==> config.mk <==
export PLATFORM = sky130hd
export DESIGN_NAME = time_sync_retry_scheduler_top
export DESIGN_NICKNAME = d
export VERILOG_FILES = /design/src/hw/rtl/tsrs_pkg.sv /design/src/hw/rtl/tsrs_step.sv /design/src/hw/rtl/time_sync_retry_scheduler_top.sv
export SDC_FILE = /design/constraint.sdc
export NUM_CORES = 1
export LEC_CHECK = 0
export ABC_AREA = 1
export BUFFER_PORTS_ARGS = -buffer_cell sky130_fd_sc_hd__buf_2
export CAP_MARGIN = 20
export CORE_UTILIZATION = 25
export DETAILED_ROUTE_END_ITERATION = 8
export GPL_ROUTABILITY_DRIVEN = 0
export PLACE_DENSITY_LB_ADDON = 0.25
export RECOVER_POWER = 100
export SLEW_MARGIN = 20
export SYNTH_ARGS = -nofsm -noshare
export SYNTH_HDL_FRONTEND = slang
export SYNTH_HIERARCHICAL = 1
export SYNTH_SLANG_ARGS = --single-unit
==> constraint.sdc <==
create_clock -name i_clk -period 4.19 [get_ports i_clk]
set_input_delay 0.2095 -clock i_clk [delete_from_list [all_inputs] [get_ports i_clk]]
set_output_delay 0.2095 -clock i_clk [all_outputs]
set_load 0.01 [all_outputs]
==> src/hw/rtl/tsrs_pkg.sv <==
// Shared types and constants for the time sync retry scheduler.
// No dependencies; used by tsrs_step and time_sync_retry_scheduler_top.
package tsrs_pkg;

    localparam int unsigned ElapsedW  = 30;
    localparam int unsigned TimeW     = 32;
    localparam int unsigned IntervalW = 20;
    localparam int unsigned RetryW    = 2;
    localparam int unsigned TimeoutW  = 16;
    localparam int unsigned CfgIdxW   = 2;
    localparam int unsigned CfgDataW  = 32;

    localparam logic [ElapsedW-1:0]  ElapsedMax      = '1;
    localparam logic [ElapsedW-1:0]  BackoffStepMs   = ElapsedW'(500);
    localparam logic [ElapsedW-1:0]  MsPerSec        = ElapsedW'(1000);
    localparam logic [IntervalW-1:0] IntervalMin     = IntervalW'(60);
    localparam logic [IntervalW-1:0] IntervalMax     = IntervalW'(604800);
    localparam logic [ElapsedW-1:0]  IntervalMsReset = ElapsedW'(21600000);
    localparam logic [RetryW-1:0]    MaxRetriesReset = RetryW'(3);
    localparam logic [RetryW-1:0]    MaxRetriesMin   = RetryW'(1);
    localparam logic [TimeoutW-1:0]  TimeoutReset    = TimeoutW'(10000);
    localparam logic [TimeoutW-1:0]  TimeoutMin      = TimeoutW'(1);
    localparam logic [TimeW-1:0]     MinValidReset   = TimeW'(1600000000);

    localparam logic [CfgIdxW-1:0] CFG_INTERVAL  = 2'd0;
    localparam logic [CfgIdxW-1:0] CFG_RETRIES   = 2'd1;
    localparam logic [CfgIdxW-1:0] CFG_TIMEOUT   = 2'd2;
    localparam logic [CfgIdxW-1:0] CFG_MIN_VALID = 2'd3;

    typedef enum logic [1:0] {
        PH_IDLE    = 2'd0,
        PH_ACTIVE  = 2'd1,
        PH_BACKOFF = 2'd2
    } t_phase;

    typedef enum logic [2:0] {
        ST_NONE  = 3'd0,
        ST_REQ   = 3'd1,
        ST_DONE  = 3'd2,
        ST_FAIL  = 3'd3,
        ST_NONET = 3'd4,
        ST_RETRY = 3'd5
    } t_status;

    typedef struct packed {
        t_phase              phase;
        logic [ElapsedW-1:0] elapsed;
        logic [ElapsedW-1:0] wait_ms;
        logic [RetryW-1:0]   attempt;
        logic                fresh;
        logic                last_ok;
        logic [TimeW-1:0]    last_sync;
        t_status             status;
    } t_state;

    typedef struct packed {
        logic [ElapsedW-1:0] interval_ms;
        logic [RetryW-1:0]   max_retries;
        logic [TimeoutW-1:0] timeout_ms;
        logic [TimeW-1:0]    min_valid;
    } t_cfg;

    typedef struct packed {
        logic             action;
        logic             network_up;
        logic             sync_event;
        logic [TimeW-1:0] wall_time;
    } t_item;

    typedef struct packed {
        logic start_req;
        logic stop_req;
        logic accepted;
    } t_flags;

endpackage

==> src/hw/rtl/tsrs_step.sv <==
// Next-state logic for one beat of the retry scheduler.
// Depends on tsrs_pkg (state, config, item and flag types).
module tsrs_step import tsrs_pkg::*; (
    input  t_state i_state,
    input  t_cfg   i_cfg,
    input  t_item  i_item,
    output t_state o_state,
    output t_flags o_flags
);

    logic [ElapsedW-1:0] el_inc;
    logic                do_start;
    logic                do_end;
    logic                end_ok;
    t_state              s;
    t_flags              f;

    assign el_inc = (i_state.elapsed != ElapsedMax) ? i_state.elapsed + 1'b1
                                                    : i_state.elapsed;

    always_comb begin
        s        = i_state;
        f        = '{start_req: 1'b0, stop_req: 1'b0, accepted: 1'b1};
        do_start = 1'b0;
        do_end   = 1'b0;
        end_ok   = 1'b0;
        if (i_item.sync_event) begin
            s.fresh = 1'b1;
        end

        if (!i_item.action) begin
            s.elapsed = el_inc;
            if (!i_item.network_up) begin
                if (i_state.phase != PH_IDLE) begin
                    f.stop_req = 1'b1;
                    s.phase    = PH_IDLE;
                    s.last_ok  = 1'b0;
                end
                s.wait_ms = '0;
                s.status  = ST_NONET;
            end else begin
                unique case (i_state.phase)
                    PH_ACTIVE: begin
                        if (s.fresh && (i_item.wall_time > i_cfg.min_valid)) begin
                            do_end = 1'b1;
                            end_ok = 1'b1;
                        end else if (el_inc >= ElapsedW'(i_cfg.timeout_ms)) begin
                            f.stop_req = 1'b1;
                            if (i_state.attempt >= i_cfg.max_retries) begin
                                do_end = 1'b1;
                            end else begin
                                s.phase   = PH_BACKOFF;
                                s.elapsed = '0;
                                s.wait_ms = ElapsedW'(i_state.attempt) * BackoffStepMs;
                                s.status  = ST_RETRY;
                            end
                        end
                    end
                    PH_BACKOFF: begin
                        do_start = (el_inc >= i_state.wait_ms);
                    end
                    default: begin
                        // idle; a stray phase code behaves the same
                        if (el_inc >= i_state.wait_ms) begin
                            s.attempt = '0;
                            do_start  = 1'b1;
                        end
                    end
                endcase
            end
        end else begin
            if (!i_item.network_up) begin
                s.status   = ST_NONET;
                f.accepted = 1'b0;
            end else if (i_state.phase != PH_ACTIVE && i_state.phase != PH_BACKOFF) begin
                s.attempt = '0;
                do_start  = 1'b1;
            end
        end

        if (do_start) begin
            f.stop_req  = 1'b1;
            f.start_req = 1'b1;
            s.fresh     = 1'b0;
            s.attempt   = s.attempt + 1'b1;
            s.phase     = PH_ACTIVE;
            s.elapsed   = '0;
            s.last_ok   = 1'b0;
            s.status    = ST_REQ;
        end

        if (do_end) begin
            f.stop_req = 1'b1;
            s.phase    = PH_IDLE;
            s.elapsed  = '0;
            s.wait_ms  = i_cfg.interval_ms;
            s.last_ok  = end_ok;
            if (end_ok) begin
                s.last_sync = i_item.wall_time;
                s.status    = ST_DONE;
            end else begin
                s.status    = ST_FAIL;
            end
        end
    end

    assign o_state = s;
    assign o_flags = f;

endmodule

==> src/hw/rtl/time_sync_retry_scheduler_top.sv <==
// Time sync retry scheduler: idle / active / backoff sequencing per 1 ms tick.
// Datapath: input register then result register; the input register refills while a
// result waits, and holds its beat while the result register is full and not read.
// Throughput: one beat per cycle while i_out_ready is high.
// Reset: synchronous, active low; clears state, config to defaults, both stages empty.
// Depends on tsrs_pkg and tsrs_step.
module time_sync_retry_scheduler_top import tsrs_pkg::*; (
    input  logic                i_clk,
    input  logic                i_rst_n,
    // config write port
    input  logic                i_cfg_we,
    input  logic [CfgIdxW-1:0]  i_cfg_index,
    input  logic [CfgDataW-1:0] i_cfg_data,
    // input channel
    input  logic                i_in_valid,
    output logic                o_in_ready,
    input  logic                i_action,
    input  logic                i_network_up,
    input  logic                i_sync_event,
    input  logic [TimeW-1:0]    i_wall_time,
    // result channel
    output logic                o_out_valid,
    input  logic                i_out_ready,
    output logic [1:0]          o_phase,
    output logic [RetryW-1:0]   o_attempt_number,
    output logic                o_last_ok,
    output logic [TimeW-1:0]    o_last_sync_time,
    output logic [2:0]          o_status_code,
    output logic                o_start_request,
    output logic                o_stop_request,
    output logic                o_accepted
);

    t_cfg   r_cfg;
    t_state r_state;
    t_state n_state;
    t_item  r_item;
    t_flags r_flags;
    t_flags n_flags;
    logic   r_in_valid;
    logic   r_out_valid;
    logic   advance;

    logic [IntervalW-1:0] cfg_interval;
    logic [RetryW-1:0]    cfg_retries;
    logic [TimeoutW-1:0]  cfg_timeout;

    // config clamps
    always_comb begin
        cfg_interval = i_cfg_data[IntervalW-1:0];
        if (cfg_interval < IntervalMin) begin
            cfg_interval = IntervalMin;
        end else if (cfg_interval > IntervalMax) begin
            cfg_interval = IntervalMax;
        end
        cfg_retries = i_cfg_data[RetryW-1:0];
        if (cfg_retries < MaxRetriesMin) begin
            cfg_retries = MaxRetriesMin;
        end
        cfg_timeout = i_cfg_data[TimeoutW-1:0];
        if (cfg_timeout < TimeoutMin) begin
            cfg_timeout = TimeoutMin;
        end
    end

    // interval kept in ms so the round wait is a plain load
    always_ff @(posedge i_clk) begin
        if (!i_rst_n) begin
            r_cfg.interval_ms <= IntervalMsReset;
            r_cfg.max_retries <= MaxRetriesReset;
            r_cfg.timeout_ms  <= TimeoutReset;
            r_cfg.min_valid   <= MinValidReset;
        end else if (i_cfg_we) begin
            unique case (i_cfg_index)
                CFG_INTERVAL:  r_cfg.interval_ms <= ElapsedW'(cfg_interval) * MsPerSec;
                CFG_RETRIES:   r_cfg.max_retries <= cfg_retries;
                CFG_TIMEOUT:   r_cfg.timeout_ms  <= cfg_timeout;
                CFG_MIN_VALID: r_cfg.min_valid   <= i_cfg_data[TimeW-1:0];
                default: ;
            endcase
        end
    end

    assign advance    = r_in_valid && (!r_out_valid || i_out_ready);
    assign o_in_ready = !r_in_valid || advance;

    always_ff @(posedge i_clk) begin
        if (!i_rst_n) begin
            r_in_valid <= 1'b0;
        end else if (o_in_ready) begin
            r_in_valid <= i_in_valid;
        end
    end

    always_ff @(posedge i_clk) begin
        if (o_in_ready && i_in_valid) begin
            r_item <= '{action: i_action, network_up: i_network_up,
                        sync_event: i_sync_event, wall_time: i_wall_time};
        end
    end

    tsrs_step u_step (
        .i_state (r_state),
        .i_cfg   (r_cfg),
        .i_item  (r_item),
        .o_state (n_state),
        .o_flags (n_flags)
    );

    // state only moves when the result register loads, so it doubles as the payload
    always_ff @(posedge i_clk) begin
        if (!i_rst_n) begin
            r_out_valid <= 1'b0;
            r_state     <= '{phase: PH_IDLE, elapsed: '0, wait_ms: '0, attempt: '0,
                             fresh: 1'b0, last_ok: 1'b0, last_sync: '0,
                             status: ST_NONE};
        end else begin
            if (advance) begin
                r_out_valid <= 1'b1;
                r_state     <= n_state;
            end else if (i_out_ready) begin
                r_out_valid <= 1'b0;
            end
        end
    end

    always_ff @(posedge i_clk) begin
        if (advance) begin
            r_flags <= n_flags;
        end
    end

    assign o_out_valid      = r_out_valid;
    assign o_phase          = r_state.phase;
    assign o_attempt_number = r_state.attempt;
    assign o_last_ok        = r_state.last_ok;
    assign o_last_sync_time = r_state.last_sync;
    assign o_status_code    = r_state.status;
    assign o_start_request  = r_flags.start_req;
    assign o_stop_request   = r_flags.stop_req;
    assign o_accepted       = r_flags.accepted;

endmodule

==> summary.md <==
| Metric | Value |
|---|---|
| Worst slew pin tran | `2460 ps` |
| Crit Path Max Fanout | `7` |
| Largest net degree at the start of global routing | `77` |
| Kind of cell adding the most delay to the critical path | `adder cells` |
| Top cell by count, worst path | `inv_2` |
| Die width | `263 microns` |
| Synth-to-Final Area Change | `29.3%` |
| RR Startpoint | `r_state[70]$_SDFFE_PN0P_` |
| CTS tree | `yes` |
| Status | `finished with violations` |
| Fin crit share | `0.992` |
| Drt initial violations | `831` |
| Core Area | `67400 sq um` |
| Pleak | `10.3 nW` |
| Critical path's largest stage delay | `550 ps` |
| Cell depth of the worst setup path | `25` |
| WL final | `51600 microns` |
| Syn Inst Count | `2479` |
| Max clock buf depth | `3` |
| Clock sinks | `218` |
| Critical path class | `input port to register` |
| Via-to-Cell Ratio | `4.34` |
| Most frequent cells in the layout | `nand2_1 (510), nor2_1 (360), inv_1 (299)` |
| Post-layout util | `0.328` |
| Avg WL per Cell | `14.2 microns` |
| WP buf/inv | `6` |
| Most used DFF post-synth | `dfxtp_1` |
| Post-synth EDFFs | `38` |
| Num ports | `119` |
| Reg2reg end | `r_state[95]$_SDFFE_PN0P_` |
| # diodes | `0` |
| Max transition margin | `-0.637` |
| Critical Path AT | `4620 ps` |
| Yosys warning count | `6` |
| DRC viols | `0` |
| Register bit total from synthesis | `218` |
| Setup crit end kind | `register` |
| Worst Hold Class | `input port to register` |
| Setup crit start kind | `input port` |
| Worst Skew | `11.8 ps` |
| Pwr dens | `550 nW/um^2` |
| Failing checks | `max-capacitance violations, max-slew violations` |
| Commonest non-fill, non-tap cell in the layout | `nand2_1` |
| Vias in the first global route | `15.1k` |
| MaxCap Viol Count | `4` |
| Fin crit period | `4150 ps` |
| # setup viols final | `0` |
| Die extent in y | `263 microns` |
| Fmax | `241 MHz` |
| FFs w/ async S/R, synth | `0` |
| Worst setup path end | `r_cfg[77]$_SDFFE_PN0P_` |
| Post-detailed-route count of antenna-violating nets | `0` |
| GRT overflow | `0` |
| Routed vias | `15.8k` |
| Initial antenna violation count | `0` |
| VDD IR-drop max | `0.000370 V` |
| R2R cell count | `26` |
| Seq/Total Area, Yosys | `0.278` |
| GR Util All Layers | `0.147` |
| # port buffers | `118` |
| Nets | `3043` |
| Drt pass-1 iters | `5` |
| Row count | `95` |
| Tot Pwr | `0.0121 W` |
| Depth of the CTS H-tree | `1` |
| Final Hold Fails | `0` |
| Worst Setup SP | `i_cfg_data[8]` |
| Clk_lat worst skew | `580 ps` |
| Final Max Tran Viols | `177` |
| Dpl hpwl | `39100 microns` |
| Slowest CP cell | `fa_1` |
| Root buffer cell | `clkbuf_16` |
| Synth Area per Inst | `6.89 sq um` |
| Synth cell types | `47` |
| Final setup TNS | `0 ps` |
| Design Area, Final | `22100 sq um` |
| Share of cells above drive strength 1 | `0.216` |
| Synthesized area | `17100 sq um` |
| Hold slack | `22.8 ps` |
| Total CTS buffers | `27` |
| Post-DP Area | `19900 sq um` |
| Die ar. | `69400 sq um` |
| Starting Density | `0.254` |
| RSZ-0062 raised after global routing | `yes` |
| First-pass GRT wire length | `82800 microns` |
| Worst EP required | `4660 ps` |
| R2R Setup Slk | `100 ps` |
| Clock transition at path regs | `60 ps` |
==> worst min path at each step <==
stage | from | endpoint | slack [ps] | depth (start not counted)
final | i_cfg_data[18] | r_cfg[18]$_SDFFE_PN1P_ | 20 | 4
after global routing | i_cfg_data[18] | r_cfg[18]$_SDFFE_PN1P_ | 30 | 4
after CTS | i_cfg_data[0] | r_cfg[0]$_SDFFE_PN0P_ | 9 | 4
after detailed placement | i_wall_time[30] | r_item[30]$_DFFE_PP_ | 390 | 1
after global placement | i_wall_time[7] | r_item[7]$_DFFE_PP_ | 390 | 1
after floorplan | i_wall_time[0] | r_item[0]$_DFFE_PP_ | 310 | 0
==> through the flow <==
| step | worst slack, ps | instances |
|---|---|---|
| finish | 35.2 | 3646 |
| CTS | -91.3 | 3628 |
| global route | -238 | 3646 |
| global placement | -769 | 3523 |
| detailed placement | -797 | 3523 |
| floorplan | -102 | 2481 |
==> routing by layer <==
metal,share of wire,vias to the layer above,track usage,routed length [microns]
li1,-,8349,-,-
met1,0.48,7146,0.204,24900
met2,0.46,265,0.245,24000
met3,0.032,60,0.0154,1640
met4,0.022,0,0.0327,1130
met5,0,-,0,0
==> worst min-delay path: stages <==
cell     delay [ps]
buf_6            90
buf_4           120
nand2_1          60
nand3_1          70
==> synthesized netlist by cell type (5+ instances only) <==
master    count  area share
a21oi_1     109       0.032
a21oi_2      30       0.015
buf_1         5      0.0011
buf_2        26      0.0076
buf_4        42       0.018
clkbuf_1     53       0.012
dfxtp_1     180        0.21
edfxtp_1     38       0.067
fa_1         70       0.082
ha_1        147        0.11
inv_1       339       0.074
inv_2        11      0.0024
nand2_1     589        0.13
nand2_2       8      0.0029
nand2_4      11      0.0073
nand3_1     132       0.039
nand4_1      24      0.0088
nor2_1      382       0.084
nor2_2        9      0.0033
nor3_1       14      0.0041
o211ai_1      7      0.0031
o21ai_0     176       0.052
o21ai_1      11      0.0032
or2_2         8      0.0029
xnor2_1       7      0.0036
xor2_1       11      0.0056
==> power breakdown <==
| group | total (W) | internal (W) | switching (W) |
|---|---|---|---|
| Clock | 0.00242 | 0.00143 | 0.000991 |
| Sequential | 0.00238 | 0.00228 | 0.000105 |
| Combinational | 0.00735 | 0.00324 | 0.00410 |
==> registers in the layout (all words and copies together), names as in the netlist <==
name              count
o_last_sync_time     32
o_phase               2
r_in_valid            1
o_last_ok             1
r_item               35
r_state              61
o_stop_request        1
o_status_code         3
o_attempt_number      2
o_start_request       1
o_accepted            1
r_cfg                77
o_out_valid           1
==> what timing repair did <==
| action | 4_1_cts | 5_1_grt |
|---|---|---|
| endpoints found under the hold margin | 49 | 0 |
| gates cloned | 1 | 0 |
| setup endpoints to repair | 18 | 89 |
| pin swaps | 8 | 90 |
| buffers inserted | 4 | 18 |
| gates resized for setup | 23 | 190 |
| hold buffers | 50 | 0 |
==> cells by family after synthesis <==
logic type,Yosys count,synth area share
compound gates,347,0.111
xor+xnor,18,0.00923
fa+ha+maj,217,0.190
buf+inv,482,0.120
flops,218,0.278
mux,1,0.000586
other cells,1,0.000219
simple gates,1195,0.292
==> layout make-up <==
| cell class | instances | area (sq um) |
|---|---|---|
| tap | 873 | 1090 |
| sequential | 218 | 4750 |
| clock buffer | 35 | 736 |
| fill | 7238 | 45300 |
| inverter | 351 | 1380 |
| multi-input combinational | 1782 | 11300 |
| timing repair buffer | 372 | 2680 |
| clock inverter | 15 | 169 |
Power figures use the tool's default switching activity.
